[config.mk]
export PLATFORM = sky130hd
export DESIGN_NAME = skp_queue
export DESIGN_NICKNAME = d
export VERILOG_FILES = /design/src/design/skp_pkg.sv /design/src/design/skp_queue.sv
export SDC_FILE = /design/constraint.sdc
export NUM_CORES = 1
export LEC_CHECK = 0
export BUFFER_PORTS_ARGS = -buffer_cell sky130_fd_sc_hd__buf_2
export CORE_MARGIN = 2
export CORE_UTILIZATION = 55
export DETAILED_ROUTE_END_ITERATION = 7
export PLACE_DENSITY = 0.85
export SKIP_LAST_GASP = 1
export SLEW_MARGIN = 20
export SYNTH_ARGS = -nofsm -noshare
export SYNTH_HDL_FRONTEND = slang
export SYNTH_SLANG_ARGS = --single-unit
[constraint.sdc]
create_clock -name clk_i -period 9.1 [get_ports clk_i]
set_input_delay 1.82 -clock clk_i [delete_from_list [all_inputs] [get_ports clk_i]]
set_output_delay 1.82 -clock clk_i [all_outputs]
set_load 0.1 [all_outputs]
[src/design/skp_pkg.sv]
package skp_pkg;

  localparam int unsigned WindowMax  = 1024;
  localparam int unsigned SampleBits = 16;
  localparam int unsigned PtrW       = $clog2(WindowMax);
  localparam int unsigned CntW       = PtrW + 1;
  localparam int unsigned SumW       = SampleBits + PtrW + 1;
  localparam int unsigned DW         = SumW + 1;
  localparam int unsigned PW         = DW + PtrW;
  localparam int unsigned PAbsW      = PW - 1;
  localparam int unsigned LoW        = (PAbsW + 1) / 2;
  localparam int unsigned HiW        = PAbsW - LoW;
  localparam int unsigned AccW       = 2 * PAbsW + PtrW;
  localparam int unsigned GW         = 2 * DW + PtrW;
  localparam int unsigned NumLags    = 8;
  localparam int unsigned LagW       = $clog2(NumLags);
  localparam int unsigned WgtW       = LagW + 2;
  localparam int unsigned VW         = GW + WgtW + LagW + 1;
  localparam int unsigned FracBits   = 16;
  localparam int unsigned NumW       = AccW + LagW + 1 + FracBits;
  localparam int unsigned DenW       = VW + CntW;
  localparam int unsigned QW         = 32;
  localparam int unsigned RemW       = DenW + QW;
  localparam int unsigned QueueDepth = 2;
  localparam int unsigned QPtrW      = $clog2(QueueDepth);

  localparam int unsigned LagT1 = 100;
  localparam int unsigned LagT2 = 200;
  localparam int unsigned LagT3 = 400;
  localparam int unsigned LagT4 = 700;

  typedef struct packed {
    logic signed [SampleBits-1:0] sample;
    logic [PtrW-1:0]              wp;
    logic [CntW-1:0]              t;
    logic [PtrW-1:0]              start;
    logic                         too_short;
  } skp_task_t;

  typedef struct packed {
    logic full;
    logic empty;
  } skp_qstat_t;

  typedef enum logic [3:0] {
    BkIdle,
    BkWrite,
    BkSum,
    BkSumDrain,
    BkPass,
    BkPassDrain,
    BkComb,
    BkPrep,
    BkCheck,
    BkDiv,
    BkDone
  } skp_state_e;

  // round(4 * floor(t/100)^0.25) for t up to the window limit
  function automatic logic [LagW-1:0] lag_count(input logic [CntW-1:0] t);
    logic [LagW-1:0] l;
    if (t < CntW'(LagT1)) begin
      l = LagW'(0);
    end else if (t < CntW'(LagT2)) begin
      l = LagW'(4);
    end else if (t < CntW'(LagT3)) begin
      l = LagW'(5);
    end else if (t < CntW'(LagT4)) begin
      l = LagW'(6);
    end else begin
      l = LagW'(7);
    end
    return l;
  endfunction

endpackage

[src/design/skp_queue.sv]
module skp_queue (
  input  logic                clk_i,
  input  logic                rst_ni,
  input  logic                push_i,
  input  skp_pkg::skp_task_t  task_i,
  input  logic                pop_i,
  output skp_pkg::skp_task_t  head_o,
  output skp_pkg::skp_qstat_t qstat_o
);

  skp_pkg::skp_task_t          slot_q [skp_pkg::QueueDepth];
  logic [skp_pkg::QPtrW-1:0]   wr_q, rd_q;
  logic [skp_pkg::QPtrW:0]     cnt_q, cnt_d;

  assign head_o        = slot_q[rd_q];
  assign qstat_o.full  = cnt_q == (skp_pkg::QPtrW + 1)'(skp_pkg::QueueDepth);
  assign qstat_o.empty = cnt_q == '0;

  always_comb begin
    cnt_d = cnt_q;
    if (push_i && !pop_i) begin
      cnt_d = cnt_q + 1'b1;
    end else if (pop_i && !push_i) begin
      cnt_d = cnt_q - 1'b1;
    end
  end

  always_ff @(posedge clk_i) begin
    if (push_i) begin
      slot_q[wr_q] <= task_i;
    end
  end

  always_ff @(posedge clk_i or negedge rst_ni) begin
    if (!rst_ni) begin
      wr_q  <= '0;
      rd_q  <= '0;
      cnt_q <= '0;
    end else begin
      if (push_i) begin
        wr_q <= wr_q + 1'b1;
      end
      if (pop_i) begin
        rd_q <= rd_q + 1'b1;
      end
      cnt_q <= cnt_d;
    end
  end

endmodule

After elaboration in Yosys (flattened, before gate mapping)
Memories as Yosys holds them, arrays and structs flattened.
Cells that the tools add are included.
{"block": "totals", "inputBits": 52, "out_inout_bits": 50, "reg_bits": 4, "mem_bits_rw": 96, "n_memories": 1, "wordCells": 19}
{"name": "slot_q", "depth": 2, "width": 48, "read_ports": 1, "rd_ports_with_merged_regs": 0, "wr": 1, "line": "skp_queue.sv:11", "text": "skp_pkg::skp_task_t slot_q [skp_pkg::QueueDepth];"}
{"block": "op_classes", "mux": 4, "n_reduce_logical": 6, "n_addsub": 4, "eq_ne": 1}
{"cell": "2-bit two-way mux", "n": 2}
{"cell": "1-bit adder, second input constant", "n": 2}
{"cell": "2-bit by 1-bit adder with 2-bit output, second input constant", "n": 1}
{"cell": "2-bit == test, second input constant", "n": 1}
{"cell": "1-bit logical AND", "n": 2}
{"cell": "1-bit logical NOT", "n": 2}
{"cell": "2-bit logical NOT", "n": 1}
{"cell": "1-bit two-way mux", "n": 2}
{"cell": "2-bit nonzero test", "n": 1}
{"cell": "2-bit by 1-bit subtractor with 2-bit output, second input constant", "n": 1}

Depth between registers and ports, before layout
{"block": "logic_depth", "word_depth": 4, "depth_mapped": 5, "depth_no_buf": 5}

Worst setup path after synthesis
Ideal clock, no wire load.
{"block": "synth_timing", "path_kind": "input to register", "start": "input push_i", "end": "memory slot_q[0][0] (netlist name), enable pin", "path_slack_ns": 4.690, "setup_time_ns": 0.459, "t_arrival_ns": 3.951, "t_required_ns": 8.641, "path_stages": 1, "n_path_buf": 0, "cell_sequence": "nor2b_1"}
{"block": "synth_between", "elab_chain_cells": 2}
{"element": "start: declaration", "line": "skp_queue.sv:4", "text": "input logic push_i,"}
{"element": "1-bit two-way mux", "line": "skp_queue.sv:29", "text": "if (push_i) begin"}
{"element": "1-bit two-way mux (implied by the code)", "line": "skp_queue.sv:30", "text": "slot_q[wr_q] <= task_i;"}
{"element": "end: declaration", "line": "skp_queue.sv:11"}
Every way passes these cells.

==> results.sh <==
export IMPL_status="finished, final reports clean"
export IMPL_cp_arrival_ps=2010
export IMPL_whs_path_depth=1
export IMPL_crit_required_ps=7280
export IMPL_fmax_mhz=261
export IMPL_core_area_um2=6420
export IMPL_crit_path_max_fanout=49
export IMPL_gp_congestion=0.691
export IMPL_first_pass_iters=4
export IMPL_ios=102
export IMPL_setup_viol=0
export IMPL_slew_violations=0
export IMPL_fillers=425
export IMPL_initial_utilization_pct=57.5
export IMPL_clock_root_buffer="clkbuf_8"
export IMPL_fin_skew_ps=11.0
export IMPL_drt_iter0_drc=84
export IMPL_tightest_slew_ps=726
export IMPL_row_count=29
export IMPL_cp_startpoint="rd_q"
export IMPL_areaGrowthSynthToFinish_pct=22.2
export IMPL_die_x_um=86.0
export IMPL_min_to="cnt_q[1]"
export IMPL_holdBufCountCts=0
export IMPL_cts_made_buffers=9
export IMPL_critPathKind="flip-flop to output port"
export IMPL_htree_levels=3
export IMPL_final_hold_viol_count=0
export IMPL_cts_tree="yes"
export IMPL_die_h_um=86.0
export IMPL_syn_area_um2=3700
export IMPL_rrSetupSlack_ps=7270
export IMPL_synth_warnings=0
export IMPL_avgViaCountPerCell=5.13
export IMPL_wirelength_um=6150
export IMPL_synth_seq_area_share_pct=80.7
export IMPL_drive_above_1_share_pct=60.8
export IMPL_antenna_cells=0
export IMPL_r2r_start="wr_q"
export IMPL_cts_setup_buffers=0
export IMPL_grt_usage_pct=17.2
export IMPL_fin_crit_sh_pct=42.0
export IMPL_synth_cells=165
export IMPL_grt_ovfl_total=0
export IMPL_wl_per_cell_um=17.3
export IMPL_clock_sinks=100
export IMPL_r2r_end="slot_q[0][27]"
export IMPL_hold_class="flip-flop to flip-flop"
export IMPL_crit_path_end_kind="output port"
export IMPL_clk_pin_slew_worst_paths_ps=90
export IMPL_max_cap_violations=0
export IMPL_worstRegToRegCells=2
export IMPL_ys_ff_latch=100
export IMPL_finalNetCount=326
export IMPL_clk_latency_ps=350
export IMPL_dp_hpwl_um=3990
export IMPL_route_detailed_drc=0
export IMPL_cts_repair_resized=0
export IMPL_antenna_left=0
export IMPL_cts_max_path_buffers=2
export IMPL_grt_pass1_wl_um=9450
export IMPL_maxSlewHeadroom_pct=51.5
export IMPL_grt_pass1_vias=1967
export IMPL_port_buffers=101
export IMPL_ys_types=14
export IMPL_synth_avg_cell_area_um2=22.4
export IMPL_rsz0062_at_grt="no"
export IMPL_worstSetupStartpointType="flip-flop"
export IMPL_hp_start="cnt_q[1]"
export IMPL_vias=1822
export IMPL_grt_max_degree=50
export IMPL_min_period_ps=3830
export IMPL_die_area_um2=7390
export IMPL_syn_num_nets=218
export IMPL_tns_ps=0
export IMPL_antenna_found_initial=0
## flip-flops by register name, summed over array words and instances, names as in the netlist
| name | flops |
|---|---|
| rd_q | 1 |
| slot_q | 96 |
| cnt_q | 2 |
| wr_q | 1 |
## cell usage after synthesis
cell type  instances  area [um2]
xnor2_1            1        8.76
nor2_1             2        7.51
ha_1               1        12.5
buf_6              1        11.3
xor2_1             4        35.0
edfxtp_1          96        2880
buf_8              1        15.0
nor2b_1            2        12.5
inv_1              1        3.75
and2_1             1        6.26
dfrtp_1            4         100
buf_4              3        22.5
mux2_2            38         428
mux2_4            10         150
## through the flow
step | hold WS [ps] | std cells | util [%] | cell area [um2] | worst slack [ps]
4_1_cts | 502 | 355 | 70.3 | 4520 | 5250
6_report | 502 | 355 | 70.3 | 4520 | 5270
3_3_place_gp | 472 | 339 | 66.4 | 4270 | 5320
2_1_floorplan | 455 | 165 | - | 3700 | 4690
3_5_place_dp | 482 | 339 | 66.5 | 4270 | 5670
5_1_grt | 521 | 355 | 70.3 | 4520 | 5200
## cells in the final DEF, fill, tap and decap left out
cell type,count
inv_1,1
and2_4,1
bufinv_16,3
nor2b_1,1
clkinvlp_4,2
nor2_1,2
buf_4,1
clkinv_4,1
buf_2,101
mux2_2,38
dfrtp_1,3
mux2_4,10
clkbuf_8,9
nor2b_4,1
xor2_1,4
xnor2_1,1
inv_6,1
ha_1,1
dfrtp_4,1
edfxtp_1,96
## critical path: stages (launching register included)
cell and delay [ps]:
dfrtp_4 880, mux2_2 290, buf_2 430
## metal layers
metal  up-vias  share of wire [%]  GRT usage [%]
met5         -                  0              0
met4         0                1.3           7.36
met3         7                6.9           4.91
met2        66                 52           28.2
met1       888                 40           21.6
li1        861                  -              -
## worst max path at each step
stage / endpoint / slack, ps
6_report: head_o[22] / 5270
5_1_grt: head_o[22] / 5200
4_1_cts: head_o[22] / 5250
3_5_place_dp: head_o[7] / 5670
3_3_place_gp: head_o[7] / 5320
2_1_floorplan: slot_q[0][0] / 4690
## area by class of cell
class	instances	area, um2	area share (%)
multi-input cells	59	671	14.8
well taps	77	96.3	2.13
inverters	1	3.75	0.0831
flip-flops and latches	100	2990	66.1
clock buffers	9	124	2.74
clock inverters	7	123	2.71
repair buffers	102	513	11.4
## logic make-up after synthesis
family                   count (synthesis)  share of synthesized area [%]
flip-flops                             100                           80.7
AND/OR/NAND/NOR                          5                          0.711
multiplexers                            48                           15.6
buffers and inverters                    6                           1.42
XOR/XNOR                                 5                           1.18
adder cells (fa/ha/maj)                  1                          0.338
Power is left out: the tool's default activity adds up to more than one toggle a clock period on the data nets, which glitch-free logic cannot reach.
