`config.mk`:
```
export PLATFORM = sky130hd
export DESIGN_NAME = skp_front
export DESIGN_NICKNAME = d
export VERILOG_FILES = /design/src/design/skp_pkg.sv /design/src/design/skp_front.sv
export SDC_FILE = /design/constraint.sdc
export NUM_CORES = 1
export LEC_CHECK = 0
export ABC_CLOCK_PERIOD_IN_PS = 11900
export BUFFER_PORTS_ARGS = -buffer_cell sky130_fd_sc_hd__buf_4
export CORE_MARGIN = 2
export CORE_UTILIZATION = 56
export DETAILED_ROUTE_END_ITERATION = 10
export HOLD_SLACK_MARGIN = 0.08
export PLACE_DENSITY = 0.87
export SYNTH_ARGS = -nofsm -noshare
export SYNTH_HDL_FRONTEND = slang
export SYNTH_SLANG_ARGS = --single-unit
```
`constraint.sdc`:
```
create_clock -name clk_i -period 11.9 [get_ports clk_i]
set_input_delay 1.785 -clock clk_i [delete_from_list [all_inputs] [get_ports clk_i]]
set_output_delay 1.785 -clock clk_i [all_outputs]
set_load 0.05 [all_outputs]
```
`src/design/skp_pkg.sv`:
```
package skp_pkg;

  localparam int unsigned WindowMax  = 1024;
  localparam int unsigned SampleBits = 16;
  localparam int unsigned PtrW       = $clog2(WindowMax);
  localparam int unsigned CntW       = PtrW + 1;
  localparam int unsigned SumW       = SampleBits + PtrW + 1;
  localparam int unsigned DW         = SumW + 1;
  localparam int unsigned PW         = DW + PtrW;
  localparam int unsigned PAbsW      = PW - 1;
  localparam int unsigned LoW        = (PAbsW + 1) / 2;
  localparam int unsigned HiW        = PAbsW - LoW;
  localparam int unsigned AccW       = 2 * PAbsW + PtrW;
  localparam int unsigned GW         = 2 * DW + PtrW;
  localparam int unsigned NumLags    = 8;
  localparam int unsigned LagW       = $clog2(NumLags);
  localparam int unsigned WgtW       = LagW + 2;
  localparam int unsigned VW         = GW + WgtW + LagW + 1;
  localparam int unsigned FracBits   = 16;
  localparam int unsigned NumW       = AccW + LagW + 1 + FracBits;
  localparam int unsigned DenW       = VW + CntW;
  localparam int unsigned QW         = 32;
  localparam int unsigned RemW       = DenW + QW;
  localparam int unsigned QueueDepth = 2;
  localparam int unsigned QPtrW      = $clog2(QueueDepth);

  localparam int unsigned LagT1 = 100;
  localparam int unsigned LagT2 = 200;
  localparam int unsigned LagT3 = 400;
  localparam int unsigned LagT4 = 700;

  typedef struct packed {
    logic signed [SampleBits-1:0] sample;
    logic [PtrW-1:0]              wp;
    logic [CntW-1:0]              t;
    logic [PtrW-1:0]              start;
    logic                         too_short;
  } skp_task_t;

  typedef struct packed {
    logic full;
    logic empty;
  } skp_qstat_t;

  typedef enum logic [3:0] {
    BkIdle,
    BkWrite,
    BkSum,
    BkSumDrain,
    BkPass,
    BkPassDrain,
    BkComb,
    BkPrep,
    BkCheck,
    BkDiv,
    BkDone
  } skp_state_e;

  // round(4 * floor(t/100)^0.25) for t up to the window limit
  function automatic logic [LagW-1:0] lag_count(input logic [CntW-1:0] t);
    logic [LagW-1:0] l;
    if (t < CntW'(LagT1)) begin
      l = LagW'(0);
    end else if (t < CntW'(LagT2)) begin
      l = LagW'(4);
    end else if (t < CntW'(LagT3)) begin
      l = LagW'(5);
    end else if (t < CntW'(LagT4)) begin
      l = LagW'(6);
    end else begin
      l = LagW'(7);
    end
    return l;
  endfunction

endpackage

```
`src/design/skp_front.sv`:
```
module skp_front (
  input  logic                               clk_i,
  input  logic                               rst_ni,
  input  logic                               window_size_we_i,
  input  logic [skp_pkg::CntW-1:0]           window_size_i,
  input  logic                               sample_valid_i,
  output logic                               sample_stall_o,
  input  logic signed [skp_pkg::SampleBits-1:0] sample_i,
  input  skp_pkg::skp_qstat_t                qstat_i,
  output logic                               push_o,
  output skp_pkg::skp_task_t                 task_o
);

  logic [skp_pkg::CntW-1:0] ws_q, ws_d;
  logic [skp_pkg::PtrW-1:0] wp_q, wp_d;
  logic [skp_pkg::CntW-1:0] fill_q, fill_d;
  logic [skp_pkg::CntW-1:0] eff, fill_inc;
  logic                     accept;

  assign accept         = sample_valid_i && !qstat_i.full;
  assign sample_stall_o = qstat_i.full;
  assign push_o         = accept;

  always_comb begin
    if (ws_q == '0) begin
      eff = skp_pkg::CntW'(1);
    end else if (ws_q > skp_pkg::CntW'(skp_pkg::WindowMax)) begin
      eff = skp_pkg::CntW'(skp_pkg::WindowMax);
    end else begin
      eff = ws_q;
    end
    fill_inc = (fill_q < skp_pkg::CntW'(skp_pkg::WindowMax)) ? fill_q + 1'b1 : fill_q;
    fill_d   = (fill_inc > eff) ? eff : fill_inc;
    wp_d     = wp_q + 1'b1;
    ws_d     = window_size_i;
  end

  always_comb begin
    task_o.sample    = sample_i;
    task_o.wp        = wp_q;
    task_o.t         = fill_d;
    task_o.start     = wp_d - fill_d[skp_pkg::PtrW-1:0];
    task_o.too_short = fill_d < skp_pkg::CntW'(2);
  end

  always_ff @(posedge clk_i or negedge rst_ni) begin
    if (!rst_ni) begin
      ws_q   <= skp_pkg::CntW'(skp_pkg::WindowMax);
      wp_q   <= '0;
      fill_q <= '0;
    end else begin
      if (window_size_we_i) begin
        ws_q <= ws_d;
      end
      if (accept) begin
        wp_q   <= wp_d;
        fill_q <= fill_d;
      end
    end
  end

endmodule

```
# Yosys cells after proc, flatten, opt, wreduce, memory -nomap -nowiden
# Index checks and enable logic that the tools add are counted.
# totals
reg_bits	32
inputBits	33
output_inout_bits	50
word_cells	17
# op_classes
addsub	3
order_cmp	4
n_mux	4
n_reduce_logical	3
# op_table
cell	n
2-to-1 mux 11 bit	4
adder 11 x 1 -> 11 bit (second input constant)	1
> comparator 11 bit	1
> comparator 11 bit (second input constant)	1
logical NOT 11 bit	1
< comparator 11 bit (second input constant)	1
< comparator 11 x 2 -> 1 bit (second input constant)	1
adder 10 x 1 -> 10 bit (second input constant)	1
subtractor 10 bit	1
logical AND 1 bit	1
logical NOT 1 bit	1

# Depth between registers and ports, before layout
# Gate-level depths: netlist of run 1.
# depth
depth_word	6
mapped_depth	20
ltp_nobuf	20

# Worst setup path before layout of run 1
# Ideal clock, no wire load.
# synth_timing
path_type	register to output
startpoint	register ws_q[4] (netlist name)
endpoint	output port task_o[9] (netlist name)
arrival_time_ns	5.131
required_time_ns	10.115
slack_ns	4.984
path_stages_with_launch	20
n_path_buf	0
cell_sequence	dfrtp_1 or4_4 o41ai_4 nand2_1 ha_1 nand4_1 a211o_1 o211a_2 nor2_2 nand2_1 nand2_1 ha_1 inv_1 fa_1 a21o_1 a21oi_1 o21bai_1 a21oi_1 o21ai_0 xor2_1
# synth_rtl
item	line	rtl
from (decl)	skp_front.sv:14	logic [skp_pkg::CntW-1:0] ws_q, ws_d;
from (signal assigned)	skp_front.sv:48	ws_q <= skp_pkg::CntW'(skp_pkg::WindowMax);
from (signal assigned)	skp_front.sv:53	ws_q <= ws_d;
to (decl)	skp_front.sv:11	output skp_pkg::skp_task_t task_o

==> flow_summary_export.csv, run 1 <==
group,metric,value,unit
sta,slew_headroom,55.7,%
critical_path,cp-startpoint,"ws_q[4]",
clocking,cts_buffer_depth,2,
final_layout,num-nets-final,380,
clocking,cts-buffers-inserted,5,
floorplan,start_util,59.2,%
sta,fmax,137,MHz
critical_path,crit_path_end,"task_o[9]",
route,via_per_inst,5.90,
final_layout,area_delta_synth_final,14.7,%
global_routing,grt_pass1_vias,2206,
floorplan,die_h,72.5,µm
final_layout,antenna_cells,0,
route,num_vias,2224,
placed_design,numPortBuffers,49,
flow_run,maxCapViolCount,0,
floorplan,io_pins,83,
synthesis,netlist_area,0.00263,mm²
clocking,cts_tree,"built",
global_routing,grt_max_degree,33,
critical_path,worstRegToRegCells,10,
critical_path,r2r-start,"ws_q[4]",
clocking,htree_levels,2,
route,ant_nets,0,
route,drtPass1Iterations,4,
global_routing,grt-ovfl-total,0,
final_layout,finish.instance_area,0.00302,mm²
route,routed_wl,5960,µm
synthesis,ys_warn_count,0,
floorplan,coreArea,0.00444,mm²
placed_design,place.gp.congestion,0.872,
critical_path,path_max_fanout,16,
synthesis,synth_ff_type,"dfrtp_1",
synthesis,synth_area_per_cell,9.04,µm²
global_routing,antenna_found_initial,0,
clocking,cts.sinks,32,
sta,period_needed,7.31,ns
sta,worstMarginPinSlew,0.663,ns
global_routing,grtUsageTotal,24.7,%
clocking,clock_latency,0.29,ns
route,wire_per_inst,15.8,µm
clocking,holdBufCountCts,0,
critical_path,ff2ff_setup_slack,8.15,ns
synthesis,synth-edff-count,0,
clocking,post_cts_buffers,0,
clocking,clkTransAtPathRegs,0.07,ns
clocking,cts-root-buf,"clkbuf_8",
outcome,status,"completed",
floorplan,dieArea,0.00526,mm²
final_layout,post-route-util,67.9,%
sta,finalCritPeriodShare,61.5,%
sta,setup_viol,0,
sta,finalMaxSlewViolations,0,
sta,fin_skew,0.00647,ns
synthesis,ys_async_sr_fraction,100,%
final_layout,drive_gt1_share,26.8,%
sta,fin_setup_tns,0,ns
synthesis,synthCells,291,
placed_design,placed_area,0.00289,mm²
critical_path,required,10.12,ns
synthesis,synth.distinct_cells,55,
sta,rsz0062_at_grt,"false",
critical_path,worstSetupPathType,"flip-flop to output port",
hold_path,hold_path_class,"flip-flop to flip-flop",
critical_path,arrival,5.53,ns
floorplan,row_count,24,
clocking,ctsResizeCount,0,
critical_path,cp-start-kind,"flip-flop",
synthesis,ys_ff_latch,32,
route,drc_errors,0,
floorplan,fp.dieW,72.5,µm
route,dr.first_iter.drc_count,151,
synthesis,seq_area_frac_synth,30.5,%
global_routing,grt_pass1_wl,10100,µm
placed_design,dp_hpwl,4350,µm
sta,final_hold_viol_count,0,
critical_path,r2r_end,"fill_q[1]",
synthesis,synth.net_count,347,
critical_path,cp-end-kind,"output port",
==> worst min-delay path by stage <==
stage | slack, ns | start | depth (start not counted) | to
CTS | 0.53 | wp_q[9] | 1 | wp_q[9]
floorplan | 0.49 | fill_q[8] | 2 | fill_q[8]
global placement | 0.50 | wp_q[9] | 1 | wp_q[9]
global route | 0.56 | wp_q[9] | 1 | wp_q[9]
finish | 0.53 | wp_q[9] | 1 | wp_q[9]
detailed placement | 0.52 | wp_q[9] | 1 | wp_q[9]
==> placed cells by master, fill, tap and decap left out, types with 2 or more instances in the layout <==
| master | instances |
|---|---|
| and3_1 | 5 |
| o21ai_1 | 11 |
| o22ai_1 | 2 |
| a31oi_1 | 2 |
| mux2_2 | 12 |
| or2_1 | 4 |
| a211o_1 | 2 |
| a21oi_2 | 2 |
| nand4_1 | 5 |
| ha_1 | 22 |
| inv_2 | 2 |
| dfrtp_1 | 31 |
| xor2_1 | 16 |
| nor2_2 | 2 |
| inv_1 | 15 |
| buf_4 | 49 |
| nand3b_1 | 2 |
| clkbuf_8 | 7 |
| nand2_1 | 36 |
| nor2_1 | 11 |
| xnor2_1 | 17 |
| o21a_1 | 3 |
| o21ai_0 | 4 |
| nor3_1 | 6 |
| a21o_1 | 3 |
| a21oi_1 | 16 |
| or2_2 | 2 |
| nand3_1 | 10 |
==> layout make-up <==
class	count	area, µm²
Multi-Input combinational cell	218	1590
Inverter	18	67.6
Fill cell	360	1430
Tap cell	52	65.1
Timing Repair Buffer	49	368
Sequential cell	32	802
Clock inverter	1	30.0
Clock buffer	7	96.3
==> through the flow <==
step	cells	worst slack, ns	hold WS [ns]
2_1_floorplan	291	4.98	0.493
3_3_place_gp	369	5.25	0.503
3_5_place_dp	369	5.03	0.517
4_1_cts	377	4.67	0.529
5_1_grt	377	4.19	0.559
6_report	377	4.59	0.527
==> per-layer routing <==
layer | vias up | share of wire, % | GRT usage, %
met5 | - | 0 | 0
met4 | 0 | 1.6 | 9.47
met3 | 14 | 6.3 | 5.28
met2 | 81 | 49 | 41.1
met1 | 1069 | 43 | 31.4
li1 | 1060 | - | -
==> sequential cells by signal, indices dropped and copies added (netlist names) <==
| name | flops |
|---|---|
| fill_q | 11 |
| wp_q | 10 |
| ws_q | 11 |
==> cell families after synthesis <==
logic type	after synthesis	share of synthesized area [%]
muxes	13	5.52
and+or+nand+nor	94	18.1
buffers and inverters	41	9.13
DFF	32	30.5
adders and majority gates	23	11.2
xor gates and xnor gates	34	11.8
AOI/OAI and AO/OA	54	13.7
==> worst max-delay path, stage by stage (launching register included) <==
cell	delay [ns]
dfrtp_1	0.41
or4_4	0.57
o41ai_4	0.35
nand2_1	0.12
ha_1	0.31
nand4_1	0.23
nor2_1	0.21
nand4_1	0.55
and3_1	0.43
or2_1	0.30
fa_1	0.45
a21o_1	0.17
a21oi_1	0.24
o21bai_1	0.11
a21oi_1	0.25
o21ai_0	0.15
xor2_1	0.16
buf_4	0.22
==> cell usage after synthesis (2+ instances only) <==
master	n	share of area, %
nand2_1	36	5.1
dfrtp_1	31	29
ha_1	22	10
buf_4	19	5.4
xnor2_1	17	5.7
a21oi_1	16	3.0
xor2_1	16	5.3
inv_1	15	2.1
mux2_2	12	5.1
nor2_1	11	1.6
o21ai_1	11	2.1
nand3_1	10	1.9
nor3_1	6	1.1
and3_1	5	1.2
nand4_1	5	1.2
o21ai_0	4	0.76
or2_1	4	0.95
a21o_1	3	0.86
o21a_1	3	0.86
a211o_1	2	0.67
a21oi_2	2	0.67
a31oi_1	2	0.48
buf_6	2	0.86
inv_2	2	0.29
nand3b_1	2	0.57
nor2_2	2	0.48
o22ai_1	2	0.48
or2_2	2	0.48
Power of run 1 is left out: the tool's default activity adds up to more than one toggle a clock period on the data nets, which glitch-free logic cannot reach.
==> run 2: changes to the inputs <==
--- a/config.mk
+++ b/config.mk
@@ -5,13 +5,14 @@
 export SDC_FILE = /design/constraint.sdc
 export NUM_CORES = 1
 export LEC_CHECK = 0
-export ABC_CLOCK_PERIOD_IN_PS = 11900
+export ABC_AREA = 1
+export ABC_CLOCK_PERIOD_IN_PS = 6620
 export BUFFER_PORTS_ARGS = -buffer_cell sky130_fd_sc_hd__buf_4
 export CORE_MARGIN = 2
-export CORE_UTILIZATION = 56
+export CORE_UTILIZATION = 48
 export DETAILED_ROUTE_END_ITERATION = 10
 export HOLD_SLACK_MARGIN = 0.08
-export PLACE_DENSITY = 0.87
+export PLACE_DENSITY = 0.78
 export SYNTH_ARGS = -nofsm -noshare
 export SYNTH_HDL_FRONTEND = slang
 export SYNTH_SLANG_ARGS = --single-unit
==> constraint.sdc (replaced) <==
create_clock -name clk_i -period 6.62 [get_ports clk_i]
set_input_delay 0.993 -clock clk_i [delete_from_list [all_inputs] [get_ports clk_i]]
set_output_delay 0.993 -clock clk_i [all_outputs]
set_load 0.05 [all_outputs]
==> run 2 against run 1 <==
Effect of this change: non-clock buffer count grew 1; synthesized cell count grew 32%; routed wire length grew 9.1%; area after synthesis grew 6.5%; sequential share of layout area shrank 1.6 points; worst hold slack gained 0.015 ns; cell count grew 31%; core utilization shrank 10 points; critical endpoint is now task_o[7].
==> flow_summary_export.csv, run 2 <==
group,metric,value,unit
route,met1_length,2860,µm
sta,setup_viol,0,
final_layout,num-nets-final,475,
route,num_vias,2515,
floorplan,start_util,50.3,%
critical_path,required,5.63,ns
critical_path,worstRegToRegCells,19,
final_layout,layout_commonest_cell,"nand2_1",
global_routing,grtUsageTotal,22.1,%
clocking,clock_latency,0.30,ns
synthesis,ys_ff_latch,32,
floorplan,fp.dieW,80.4,µm
synthesis,synth.area.top_cells,"dfrtp_1, nand2_1, ha_1",
floorplan,io_pins,83,
route,drc_errors,0,
synthesis,yosysMostFrequentCell,"nand2_1",
route,dr.first_iter.drc_count,109,
synthesis,synthCells,385,
final_layout,drive_gt1_share,23.6,%
global_routing,grt_pass1_vias,2489,
sta,slew_headroom,53.6,%
floorplan,die_h,80.4,µm
global_routing,grt_max_degree,33,
critical_path,slowest_delay,0.46,ns
synthesis,synth.distinct_cells,32,
hold_path,min_path_cells,1,
clocking,cts-root-buf,"clkbuf_8",
final_layout,area_delta_synth_final,14.6,%
placed_design,place.gp.congestion,0.873,
clocking,clkTransAtPathRegs,0.08,ns
floorplan,coreArea,0.00557,mm²
global_routing,grt-ovfl-total,0,
synthesis,synth_top_area_cell,"dfrtp_1",
synthesis,ys_warn_count,0,
route,wire_per_inst,13.2,µm
final_layout,finish.instance_area,0.00321,mm²
clocking,htree_levels,2,
critical_path,arrival,4.67,ns
sta,period_needed,5.66,ns
sta,fmax,177,MHz
route,dr_wl_met2,3150,µm
sta,final_hold_viol_count,0,
sta,fin_setup_tns,0,ns
synthesis,ys_async_sr_fraction,100,%
sta,finalCritPeriodShare,85.5,%
route,top_layer,"met4",
route,ant_nets,0,
placed_design,post-place-cells,484,
placed_design,placed_area,0.00310,mm²
sta,fin_skew,0.0127,ns
route,routed_wl,6500,µm
placed_design,dp_hpwl,5090,µm
route,drtPass1Iterations,4,
clocking,cts_buffer_depth,2,
clocking,post_cts_buffers,0,
synthesis,synth.net_count,441,
clocking,holdBufCountCts,0,
final_layout,layout_common_cells,"nand2_1, inv_1, buf_4",
final_layout,antenna_cells,0,
synthesis,synthTopCellsByCount,"nand2_1, inv_1, nor2_1",
synthesis,synth_top_area_share,27.7,%
floorplan,dieArea,0.00647,mm²
sta,finalMaxSlewViolations,0,
hold_path,hold_path_class,"flip-flop to flip-flop",
synthesis,synth_area_per_cell,7.28,µm²
global_routing,antenna_found_initial,0,
critical_path,slowest_stage,"fa_1",
outcome,status,"completed",
synthesis,netlist_area,0.00280,mm²
critical_path,worstSetupPathType,"flip-flop to output port",
floorplan,row_count,27,
synthesis,seq_area_frac_synth,28.6,%
synthesis,synth_ff_type,"dfrtp_1",
sta,rsz0062_at_grt,"false",
clocking,cts_tree,"built",
synthesis,synth-edff-count,0,
critical_path,cp-start-kind,"flip-flop",
route,via_per_inst,5.11,
final_layout,instances_no_fill,492,
placed_design,numPortBuffers,49,
clocking,cts.sinks,32,
global_routing,grt_pass1_wl,11000,µm
final_layout,largestRegisters,"fill_q x11, ws_q x11, wp_q x10",
route,wl_met3,309,µm
clocking,ctsResizeCount,0,
final_layout,num-fill-cells,526,
flow_run,maxCapViolCount,0,
critical_path,path_max_fanout,14,
clocking,cts-buffers-inserted,5,
critical_path,cp-end-kind,"output port",
sta,worstMarginPinSlew,0.695,ns
-- run 2: cells by family after synthesis --
| kind of cell | Yosys count | share of synthesized area (%) |
|---|---|---|
| buffers and inverters | 84 | 14.1 |
| AND/OR/NAND/NOR | 170 | 28.0 |
| adder cells (fa/ha/maj) | 23 | 10.5 |
| XOR/XNOR | 23 | 7.19 |
| flip-flops | 32 | 28.6 |
| AO/OA/AOI/OAI | 50 | 10.3 |
| multiplexers | 3 | 1.21 |
-- run 2: metal layers --
metal	vias up	track usage, %
met3	21	3.71
met1	1163	27.6
met4	0	10.2
met5	-	0
li1	1270	-
met2	61	37.0
-- run 2: area by class of cell --
cell class / count / area [µm²] / share of cell area (%)
Timing Repair Buffer: 50 / 375 / 11.7
Clock inverter: 3 / 42.5 / 1.32
Sequential cell: 32 / 802 / 25.0
Tap cell: 72 / 90.1 / 2.80
Clock buffer: 5 / 68.8 / 2.14
Multi-Input combinational cell: 269 / 1610 / 50.0
Inverter: 61 / 229 / 7.13
-- run 2: final timing paths --
check | startpoint | end | slack (ns)
max reg2reg | fill_q[0] | fill_q[2] | 3.67
max in group asynchronous | rst_ni | ws_q[10] | 5.65
min | ws_q[2] | ws_q[2] | 0.54
min in group asynchronous | rst_ni | fill_q[1] | 0.63
max | fill_q[0] | task_o[7] | 0.96
min reg2reg | ws_q[2] | ws_q[2] | 0.54
-- run 2: per-stage QoR --
stage	hold WS [ns]	utilization (%)	setup WS (ns)
after floorplan	0.501	-	1.05
after global placement	0.526	55.6	1.40
after detailed placement	0.529	55.6	1.36
after CTS	0.544	57.6	0.991
after global routing	0.576	57.6	0.559
final	0.542	57.6	0.957
-- run 2: worst max-delay path: cells and delay by family (launching register included) --
kind                       cells  cell delay, ns
AOI/OAI and AO/OA              2            0.35
xor gates and xnor gates       1            0.13
adders and majority gates      4            1.24
buffers and inverters          5            0.55
DFF                            1            0.45
and+or+nand+nor               15            1.66
Power of run 2 is left out for the same reason.
